<file path="src/hdl/aieu_pkg.sv">
// Package with the shared types, codes and constants of the integer execute unit.
`default_nettype none
package aieu_pkg;
   localparam int unsigned WordWidth = 32;
   localparam int unsigned RegCount = 16;
   localparam int unsigned RegIndexWidth = 4;
   localparam int unsigned QueueDepth = 2;
   localparam logic [3:0] LinkReg = 4'd14;
   localparam logic [3:0] PcReg = 4'd15;

   typedef enum logic [1:0] {
      KIND_DATA = 2'd0,
      KIND_MUL = 2'd1,
      KIND_BRANCH = 2'd2,
      KIND_UNSUP = 2'd3
   } kind_type;

   typedef struct packed {
      kind_type kind;
      logic [31:0] word;
   } entry_type;

   localparam logic [3:0] OpAnd = 4'd0;
   localparam logic [3:0] OpEor = 4'd1;
   localparam logic [3:0] OpSub = 4'd2;
   localparam logic [3:0] OpRsb = 4'd3;
   localparam logic [3:0] OpAdd = 4'd4;
   localparam logic [3:0] OpAdc = 4'd5;
   localparam logic [3:0] OpSbc = 4'd6;
   localparam logic [3:0] OpRsc = 4'd7;
   localparam logic [3:0] OpTst = 4'd8;
   localparam logic [3:0] OpTeq = 4'd9;
   localparam logic [3:0] OpCmp = 4'd10;
   localparam logic [3:0] OpCmn = 4'd11;
   localparam logic [3:0] OpOrr = 4'd12;
   localparam logic [3:0] OpMov = 4'd13;
   localparam logic [3:0] OpBic = 4'd14;
   localparam logic [3:0] OpMvn = 4'd15;

   localparam logic [1:0] ShLsl = 2'd0;
   localparam logic [1:0] ShLsr = 2'd1;
   localparam logic [1:0] ShAsr = 2'd2;
   localparam logic [1:0] ShRor = 2'd3;
endpackage
`default_nettype wire

</file>
<file path="src/hdl/aieu_decode.sv">
// Front part: accepts instruction words, classifies them and queues them.
`default_nettype none
module aieu_decode #(
   parameter int unsigned QUEUE_DEPTH = aieu_pkg::QueueDepth
) (
   input  wire logic clock,
   input  wire logic reset,
   input  wire logic req_tvalid,
   output logic req_tready,
   input  wire logic [31:0] req_tdata,
   output logic q_valid,
   input  wire logic q_pop,
   output aieu_pkg::entry_type q_entry
);
   localparam int unsigned PtrWidth = (QUEUE_DEPTH > 1) ? $clog2(QUEUE_DEPTH) : 1;
   localparam int unsigned CntWidth = $clog2(QUEUE_DEPTH + 1);

   aieu_pkg::entry_type mem_ff [QUEUE_DEPTH];
   logic [PtrWidth-1:0] wr_ptr_ff, wr_ptr_in, rd_ptr_ff, rd_ptr_in;
   logic [CntWidth-1:0] count_ff, count_in;
   aieu_pkg::kind_type kind;
   logic push;
   logic [2:0] cls;
   logic [3:0] op;
   logic is_mul, is_psr;

   always_comb begin
      cls = req_tdata[27:25];
      op = req_tdata[24:21];
      is_mul = (req_tdata[27:22] == 6'd0) && (req_tdata[7:4] == 4'd9);
      is_psr = (op[3:2] == 2'b10) && !req_tdata[20];
      kind = aieu_pkg::KIND_UNSUP;
      unique case (cls)
         3'd0: begin
            if (is_mul) kind = aieu_pkg::KIND_MUL;
            else if (req_tdata[7] && req_tdata[4]) kind = aieu_pkg::KIND_UNSUP;
            else if (is_psr) kind = aieu_pkg::KIND_UNSUP;
            else kind = aieu_pkg::KIND_DATA;
         end
         3'd1: kind = is_psr ? aieu_pkg::KIND_UNSUP : aieu_pkg::KIND_DATA;
         3'd5: kind = aieu_pkg::KIND_BRANCH;
         default: kind = aieu_pkg::KIND_UNSUP;
      endcase
   end

   assign req_tready = (count_ff != CntWidth'(QUEUE_DEPTH)) || q_pop;
   assign push = req_tvalid && req_tready;
   assign q_valid = (count_ff != '0);
   assign q_entry = mem_ff[rd_ptr_ff];

   always_comb begin
      wr_ptr_in = wr_ptr_ff;
      rd_ptr_in = rd_ptr_ff;
      if (push) wr_ptr_in = (wr_ptr_ff == PtrWidth'(QUEUE_DEPTH - 1)) ? '0 : wr_ptr_ff + 1'b1;
      if (q_pop) rd_ptr_in = (rd_ptr_ff == PtrWidth'(QUEUE_DEPTH - 1)) ? '0 : rd_ptr_ff + 1'b1;
      count_in = count_ff + CntWidth'(push) - CntWidth'(q_pop);
   end

   always_ff @(posedge clock) begin
      if (reset) begin
         wr_ptr_ff <= '0;
         rd_ptr_ff <= '0;
         count_ff <= '0;
      end else begin
         wr_ptr_ff <= wr_ptr_in;
         rd_ptr_ff <= rd_ptr_in;
         count_ff <= count_in;
      end
   end

   always_ff @(posedge clock) begin
      if (push) mem_ff[wr_ptr_ff] <= '{kind: kind, word: req_tdata};
   end
endmodule
`default_nettype wire

</file>
<file path="src/hdl/aieu_execute.sv">
// Back part: register file, flags, shifter, ALU, multiplier and branch unit.
`default_nettype none
module aieu_execute (
   input  wire logic clock,
   input  wire logic reset,
   input  wire logic q_valid,
   output logic q_pop,
   input  aieu_pkg::entry_type q_entry,
   output logic rsp_tvalid,
   input  wire logic rsp_tready,
   output logic [47:0] rsp_tdata
);
   logic [31:0] regs_ff [aieu_pkg::RegCount];
   logic [aieu_pkg::RegCount-1:0] reg_ok_ff;
   logic [3:0] flags_ff, flags_in;
   logic out_valid_ff;
   logic [47:0] out_data_ff, out_data_in;

   logic [31:0] w;
   logic fn, fz, fc, fv, cond, passed, unsup;
   logic [31:0] rn_v, rm_v, rs_v, rd_acc_v;
   logic wr_en, link;
   logic [3:0] dest;
   logic [31:0] val, b, r;
   logic sc, c, v, logical;
   logic [1:0] sty;
   logic [7:0] amt;
   logic [4:0] a5;
   logic [63:0] dbl;
   logic [32:0] sum;
   logic [31:0] opa, opb;
   logic cin, invert;
   logic [31:0] off;
   logic [31:0] mul_res;

   function automatic logic [31:0] rd_reg(input logic [31:0] v, input logic ok);
      return ok ? v : 32'd0;
   endfunction

   assign w = q_entry.word;
   assign {fn, fz, fc, fv} = flags_ff;
   assign q_pop = q_valid && (!out_valid_ff || rsp_tready);
   assign rn_v = rd_reg(regs_ff[w[19:16]], reg_ok_ff[w[19:16]]);
   assign rm_v = rd_reg(regs_ff[w[3:0]], reg_ok_ff[w[3:0]]);
   assign rs_v = rd_reg(regs_ff[w[11:8]], reg_ok_ff[w[11:8]]);
   assign rd_acc_v = rd_reg(regs_ff[w[15:12]], reg_ok_ff[w[15:12]]);

   always_comb begin
      unique case (w[31:28])
         4'd0: cond = fz;
         4'd1: cond = !fz;
         4'd2: cond = fc;
         4'd3: cond = !fc;
         4'd4: cond = fn;
         4'd5: cond = !fn;
         4'd6: cond = fv;
         4'd7: cond = !fv;
         4'd8: cond = fc && !fz;
         4'd9: cond = !fc || fz;
         4'd10: cond = fn == fv;
         4'd11: cond = fn != fv;
         4'd12: cond = !fz && (fn == fv);
         4'd13: cond = fz || (fn != fv);
         4'd14: cond = 1'b1;
         default: cond = 1'b0;
      endcase
   end

   // Barrel shifter for the second operand.
   always_comb begin
      sty = w[6:5];
      amt = 8'd0;
      a5 = 5'd0;
      b = rm_v;
      sc = fc;
      dbl = '0;
      if (w[25]) begin
         a5 = {w[11:8], 1'b0};
         dbl = {24'd0, w[7:0], 24'd0, w[7:0]} >> a5;
         b = dbl[31:0];
         sc = (a5 != 5'd0) ? b[31] : fc;
      end else begin
         amt = w[4] ? rs_v[7:0] : {3'd0, w[11:7]};
         a5 = amt[4:0];
         if (amt == 8'd0) begin
            if (w[4]) begin
               b = rm_v;
               sc = fc;
            end else begin
               unique case (sty)
                  aieu_pkg::ShLsl: begin b = rm_v; sc = fc; end
                  aieu_pkg::ShLsr: begin b = 32'd0; sc = rm_v[31]; end
                  aieu_pkg::ShAsr: begin b = {32{rm_v[31]}}; sc = rm_v[31]; end
                  default: begin b = {fc, rm_v[31:1]}; sc = rm_v[0]; end
               endcase
            end
         end else if (sty == aieu_pkg::ShRor) begin
            dbl = {rm_v, rm_v} >> a5;
            b = dbl[31:0];
            sc = (a5 == 5'd0) ? rm_v[31] : rm_v[a5 - 5'd1];
         end else if (amt < 8'd32) begin
            unique case (sty)
               aieu_pkg::ShLsl: begin b = rm_v << a5; sc = rm_v[5'd0 - a5]; end
               aieu_pkg::ShLsr: begin b = rm_v >> a5; sc = rm_v[a5 - 5'd1]; end
               default: begin
                  b = 32'($signed(rm_v) >>> a5);
                  sc = rm_v[a5 - 5'd1];
               end
            endcase
         end else if (sty == aieu_pkg::ShAsr) begin
            b = {32{rm_v[31]}};
            sc = rm_v[31];
         end else if (amt == 8'd32) begin
            b = 32'd0;
            sc = (sty == aieu_pkg::ShLsl) ? rm_v[0] : rm_v[31];
         end else begin
            b = 32'd0;
            sc = 1'b0;
         end
      end
   end

   // ALU: subtraction is addition of the inverted operand with carry in.
   always_comb begin
      opa = rn_v;
      opb = b;
      cin = 1'b0;
      invert = 1'b0;
      unique case (w[24:21])
         aieu_pkg::OpSub, aieu_pkg::OpCmp: begin invert = 1'b1; cin = 1'b1; end
         aieu_pkg::OpRsb: begin opa = b; opb = rn_v; invert = 1'b1; cin = 1'b1; end
         aieu_pkg::OpAdc: cin = fc;
         aieu_pkg::OpSbc: begin invert = 1'b1; cin = fc; end
         aieu_pkg::OpRsc: begin opa = b; opb = rn_v; invert = 1'b1; cin = fc; end
         default: ;
      endcase
      if (invert) opb = ~opb;
      sum = {1'b0, opa} + {1'b0, opb} + 33'(cin);
      logical = 1'b0;
      unique case (w[24:21])
         aieu_pkg::OpAnd, aieu_pkg::OpTst: begin r = rn_v & b; logical = 1'b1; end
         aieu_pkg::OpEor, aieu_pkg::OpTeq: begin r = rn_v ^ b; logical = 1'b1; end
         aieu_pkg::OpOrr: begin r = rn_v | b; logical = 1'b1; end
         aieu_pkg::OpMov: begin r = b; logical = 1'b1; end
         aieu_pkg::OpBic: begin r = rn_v & ~b; logical = 1'b1; end
         aieu_pkg::OpMvn: begin r = ~b; logical = 1'b1; end
         default: r = sum[31:0];
      endcase
      c = logical ? sc : sum[32];
      v = logical ? fv : ((~(opa[31] ^ opb[31])) & (opa[31] ^ sum[31]));
   end

   assign mul_res = rm_v * rs_v + (w[21] ? rd_acc_v : 32'd0);
   assign off = {{6{w[23]}}, w[23:0], 2'b00};

   always_comb begin
      unsup = (q_entry.kind == aieu_pkg::KIND_UNSUP);
      passed = !unsup && cond;
      wr_en = 1'b0;
      link = 1'b0;
      dest = 4'd0;
      val = 32'd0;
      flags_in = flags_ff;
      if (passed) begin
         unique case (q_entry.kind)
            aieu_pkg::KIND_BRANCH: begin
               link = w[24];
               wr_en = 1'b1;
               dest = aieu_pkg::PcReg;
               val = rd_reg(regs_ff[aieu_pkg::PcReg], reg_ok_ff[aieu_pkg::PcReg]) + off;
            end
            aieu_pkg::KIND_MUL: begin
               wr_en = 1'b1;
               dest = w[19:16];
               val = mul_res;
               if (w[20]) flags_in = {mul_res[31], mul_res == 32'd0, fc, fv};
            end
            default: begin
               if (w[20]) flags_in = {r[31], r == 32'd0, c, v};
               if (w[24:23] != 2'b10) begin
                  wr_en = 1'b1;
                  dest = w[15:12];
                  val = r;
               end
            end
         endcase
      end
      out_data_in = {4'd0, unsup, flags_in, link, val, dest, wr_en, passed};
   end

   always_ff @(posedge clock) begin
      if (reset) begin
         reg_ok_ff <= '0;
         flags_ff <= 4'd0;
         out_valid_ff <= 1'b0;
      end else begin
         if (q_pop) begin
            flags_ff <= flags_in;
            out_valid_ff <= 1'b1;
            if (link) reg_ok_ff[aieu_pkg::LinkReg] <= 1'b1;
            if (wr_en) reg_ok_ff[dest] <= 1'b1;
         end else if (rsp_tready) begin
            out_valid_ff <= 1'b0;
         end
      end
   end

   always_ff @(posedge clock) begin
      if (q_pop) begin
         out_data_ff <= out_data_in;
         if (link) regs_ff[aieu_pkg::LinkReg] <=
            rd_reg(regs_ff[aieu_pkg::PcReg], reg_ok_ff[aieu_pkg::PcReg]) - 32'd4;
         if (wr_en) regs_ff[dest] <= val;
      end
   end

   assign rsp_tvalid = out_valid_ff;
   assign rsp_tdata = out_data_ff;
endmodule
`default_nettype wire

</file>
<file path="src/hdl/arm_integer_execute_unit.sv">
// Top level of the integer execute unit: instruction queue front and execute back.
`default_nettype none
// Executes one ARM data-processing, multiply or branch instruction per clock cycle,
// back to back, while the output is not stalled; each word passes the queue and then
// the output register. The rate is set by the execute stage, which reads the
// register file, shifts, adds or multiplies and writes back in the same cycle. A
// two-entry queue parts the accepting front from the execute stage, and an output
// register holds each result until it is transferred. Unsupported words produce a
// result with only the unsupported flag and the current flags set.
module arm_integer_execute_unit #(
   parameter int unsigned QUEUE_DEPTH = aieu_pkg::QueueDepth
) (
   input  wire logic clock,
   input  wire logic reset,
   input  wire logic req_tvalid,
   output logic req_tready,
   input  wire logic [31:0] req_tdata,  // instr_word
   output logic rsp_tvalid,
   input  wire logic rsp_tready,
   // cond_passed, reg_written, dest_index, dest_value, link_written, flags_nzcv,
   // unsupported, zero fill
   output logic [47:0] rsp_tdata
);
   logic q_valid, q_pop;
   aieu_pkg::entry_type q_entry;

   aieu_decode #(.QUEUE_DEPTH(QUEUE_DEPTH)) u_decode (
      .clock(clock), .reset(reset),
      .req_tvalid(req_tvalid), .req_tready(req_tready), .req_tdata(req_tdata),
      .q_valid(q_valid), .q_pop(q_pop), .q_entry(q_entry)
   );

   aieu_execute u_execute (
      .clock(clock), .reset(reset),
      .q_valid(q_valid), .q_pop(q_pop), .q_entry(q_entry),
      .rsp_tvalid(rsp_tvalid), .rsp_tready(rsp_tready), .rsp_tdata(rsp_tdata)
   );
endmodule
`default_nettype wire
</file>
<file path="config.mk">
export PLATFORM = sky130hd
export DESIGN_NAME = arm_integer_execute_unit
export DESIGN_NICKNAME = d
export VERILOG_FILES = /design/src/hdl/aieu_pkg.sv /design/src/hdl/aieu_decode.sv /design/src/hdl/aieu_execute.sv /design/src/hdl/arm_integer_execute_unit.sv
export SDC_FILE = /design/constraint.sdc
export NUM_CORES = 2
export LEC_CHECK = 0
export BUFFER_PORTS_ARGS = -buffer_cell sky130_fd_sc_hd__buf_2
export CAP_MARGIN = 20
export CORE_ASPECT_RATIO = 1.75
export CORE_MARGIN = 10
export CORE_UTILIZATION = 40
export DETAILED_ROUTE_END_ITERATION = 8
export PLACE_DENSITY = 0.6
export SLEW_MARGIN = 20
export SYNTH_ARGS = -nofsm -noshare
export SYNTH_HDL_FRONTEND = slang
export SYNTH_SLANG_ARGS = --single-unit
</file>
<file path="constraint.sdc">
create_clock -name clock -period 10.22 [get_ports clock]
set_input_delay 2.044 -clock clock [delete_from_list [all_inputs] [get_ports clock]]
set_output_delay 2.044 -clock clock [all_outputs]
set_load 0.005 [all_outputs]
</file>
==> impl_metrics.py <==
metrics = {
    "run_status": {
        "status": "finished with violations",
        "violations": "negative setup slack",
    },
    "timing": {
        "slew_violations": 0,
        "max_freq_mhz": 94.4,
        "worst_pin_slew_ps": 1170,
        "min_period_ps": 10590,
        "fin_skew_ps": 40.4,
        "worst_slack_ps": -373,
        "finalSetupViolations": 41,
        "finalHoldViolCount": 0,
        "relSlewSlack_pct": 22.3,
        "fin_crit_sh_pct": 104,
        "rsz0062_at_grt": "yes",
    },
    "logic_synthesis": {
        "synth-seq-area-share_pct": 27.0,
        "synth_top_area_share_pct": 26.3,
        "netlist_top_cells_count": "nand2_1 (1625), nor2_1 (622), edfxtp_1 (620), inv_1 (561), clkbuf_1 (478)",
        "synth_ff_type": "edfxtp_1",
        "yosys.area.top_type": "edfxtp_1",
        "synth_edf_count": 620,
        "ys_types": 95,
        "ys_seq_elements": 646,
        "syn_area_per_cell_um2": 8.74,
        "syn_inst": 8104,
        "async_reset_ff_share_pct": 0,
        "yosysWarnings": 0,
        "synth_area_um2": 70800,
        "synth_area_leaders": "edfxtp_1 (26%), fa_1 (12%), nand2_1 (8.6%)",
        "synth.most_common_cell": "nand2_1",
    },
    "routing": {
        "dr.first_iter.drc_count": 9073,
        "ant_nets": 0,
        "viasPerCell": 6.49,
        "drc": 0,
        "drtPass1Iterations": 8,
        "vias": 75656,
        "post_drt_wl_per_cell_um": 35.9,
        "wl_um": 419000,
    },
    "global_routing": {
        "grt_max_degree": 102,
        "track_usage_pct": 42.4,
        "use_met1_pct": 41.3,
        "grt_pass1_wl_um": 582000,
        "antenna_found_initial": 34,
        "grt_overflow": 0,
        "grt_util_met2_pct": 69.7,
        "grt_most_used_layer": "met2",
        "first_global_vias": 75497,
        "use_met3_pct": 11.7,
    },
    "worst_setup_path": {
        "cp_slowest_cell": "a22oi_2",
        "max_stage_delay_ps": 530,
        "cp-end-kind": "flip-flop",
        "start_kind": "flip-flop",
        "cp_top_family": "compound AO/OA/AOI/OAI gates",
        "path_max_fanout": 9,
        "cp.arrival_ps": 11240,
        "worst-setup-path-type": "reg2reg",
        "path_buf_inv": 14,
        "required_ps": 10870,
        "worst_path_most_repeated_cell": "buf_4",
    },
    "finish": {
        "nNetsFinal": 9919,
        "drive_gt1_share_pct": 28.3,
        "areaGrowthSynthToFinish_pct": 27.8,
    },
    "cts": {
        "clkTransAtPathRegs_ps": 80,
        "cts_buffer_depth": 3,
        "cts_tree": "built",
        "cts.sinks": 646,
        "numCtsBuffers": 59,
        "cts-root-buf": "clkbuf_16",
        "holdBufCountCts": 0,
        "htreeDepth": 2,
        "clk_latency_ps": 720,
    },
    "power": {
        "totalPowerFinal_uw": 19200,
        "ir_worst_vdd_v": 0.000203,
        "p_per_area_nw_per_um2": 213,
        "p_leak_uw": 0.0379,
    },
    "placed_design": {
        "place.gp.congestion": 1.10,
        "hpwl_um": 316000,
        "dp_slack_ps": -1050,
        "port_buffers": 81,
    },
    "job": {
        "drv_cap": 0,
    },
    "min_path": {
        "min_path_type": "reg2reg",
    },
    "floorplanning": {
        "boundaryPins": 86,
        "start_util_pct": 40.1,
        "die_x_um": 338,
        "core_area_um2": 176000,
        "num_rows": 204,
        "die_h_um": 577,
        "die_area_um2": 195000,
    },
}
-- cell type report --
| class | instances | area [um2] |
|---|---|---|
| Clock buffer | 69 | 1540 |
| Sequential cell | 646 | 19100 |
| Tap cell | 2369 | 2960 |
| Fill cell | 16443 | 85900 |
| Antenna cell | 20 | 50.0 |
| Multi-Input combinational cell | 6248 | 49000 |
| Inverter | 577 | 2230 |
| Timing Repair Buffer | 1682 | 15100 |
| Clock inverter | 41 | 447 |
-- cells by family after synthesis --
kind of cell	count (synthesis)	synth area share, %
compound gates	1395	13.6
xor+xnor	195	2.41
mux	526	12.1
flops	646	27.0
other cells	1	0.00530
fa+ha+maj	669	16.5
simple gates	3459	21.7
buf+inv	1213	6.64
-- metal layers --
layer	share of wire (%)	wire length, um
met1	30	125000
met2	47	198000
met3	9.3	38900
met4	14	56700
met5	0.043	181
-- sequential cells by signal, summed over array words and instances (netlist names), named ones only --
name,count
u_decode.mem_ff,64
u_decode.rd_ptr_ff,1
u_execute.regs_ff,512
u_execute.rsp_tdata,44
u_decode.count_ff,2
u_execute.reg_ok_ff,16
u_decode.wr_ptr_ff,1
u_execute.rsp_tvalid,1
u_execute.flags_ff,4
-- metrics by stage --
step           TNS, ps  hold slack [ps]  instances  utilization [%]  area (um2)
3_5_place_dp    -61210              510      11396             48.3       85200
5_1_grt         -20160              540      11634             51.3       90500
4_1_cts           -535              525      11609             50.8       89700
3_3_place_gp    -54330              483      11396             48.3       85200
2_1_floorplan        0              481       8107                -       70900
6_report         -8190              532      11652             51.3       90500
-- worst min-delay path: cells and delay by family, from the launching register on --
| kind | cells | cell delay (ps) |
|---|---|---|
| AOI/OAI and AO/OA | 1 | 70 |
| DFF | 1 | 320 |
| and+or+nand+nor | 1 | 90 |
-- final timing paths --
path	from	endpoint	slack (ps)	cells past startpoint
setup / recovery	flip-flop	u_execute.flags_ff[2]	-370	47
hold / removal	u_execute.rsp_tvalid	u_execute.rsp_tvalid	530	2
setup reg to reg	flip-flop	u_execute.flags_ff[2]	-370	47
hold reg to reg	u_execute.rsp_tvalid	u_execute.rsp_tvalid	530	2
-- what timing repair did --
action	in CTS	in global routing
endpoints found under the setup margin	155	164
gates cloned	8	1
gates resized for setup	319	97
buffers inserted	98	16
pin swaps	67	26
-- layout by cell type (no fill, tap or decap), types with 51 or more instances in the layout --
master,instances
o21ai_0,215
mux2i_1,182
nand3_1,451
and3_1,273
buf_6,74
clkbuf_16,61
nand2_1,1618
buf_4,1335
buf_2,81
nor2_1,585
a311oi_1,147
buf_12,157
o31ai_1,61
fa_1,418
mux4_2,254
inv_1,542
a31oi_1,67
ha_1,206
a21oi_1,277
edfxtp_1,620
a221oi_1,51
xor2_1,71
nor3_1,91
mux2_2,53
or2_2,172
xnor2_1,114
-- power breakdown --
group	switching, uW	internal, uW	leakage (uW)	total (uW)
logic	8280	4960	0.0310	13200
registers	160	3460	0.00592	3620
clock network	1120	1260	0.000964	2380
Note: power is estimated with default switching activity, not from simulation.
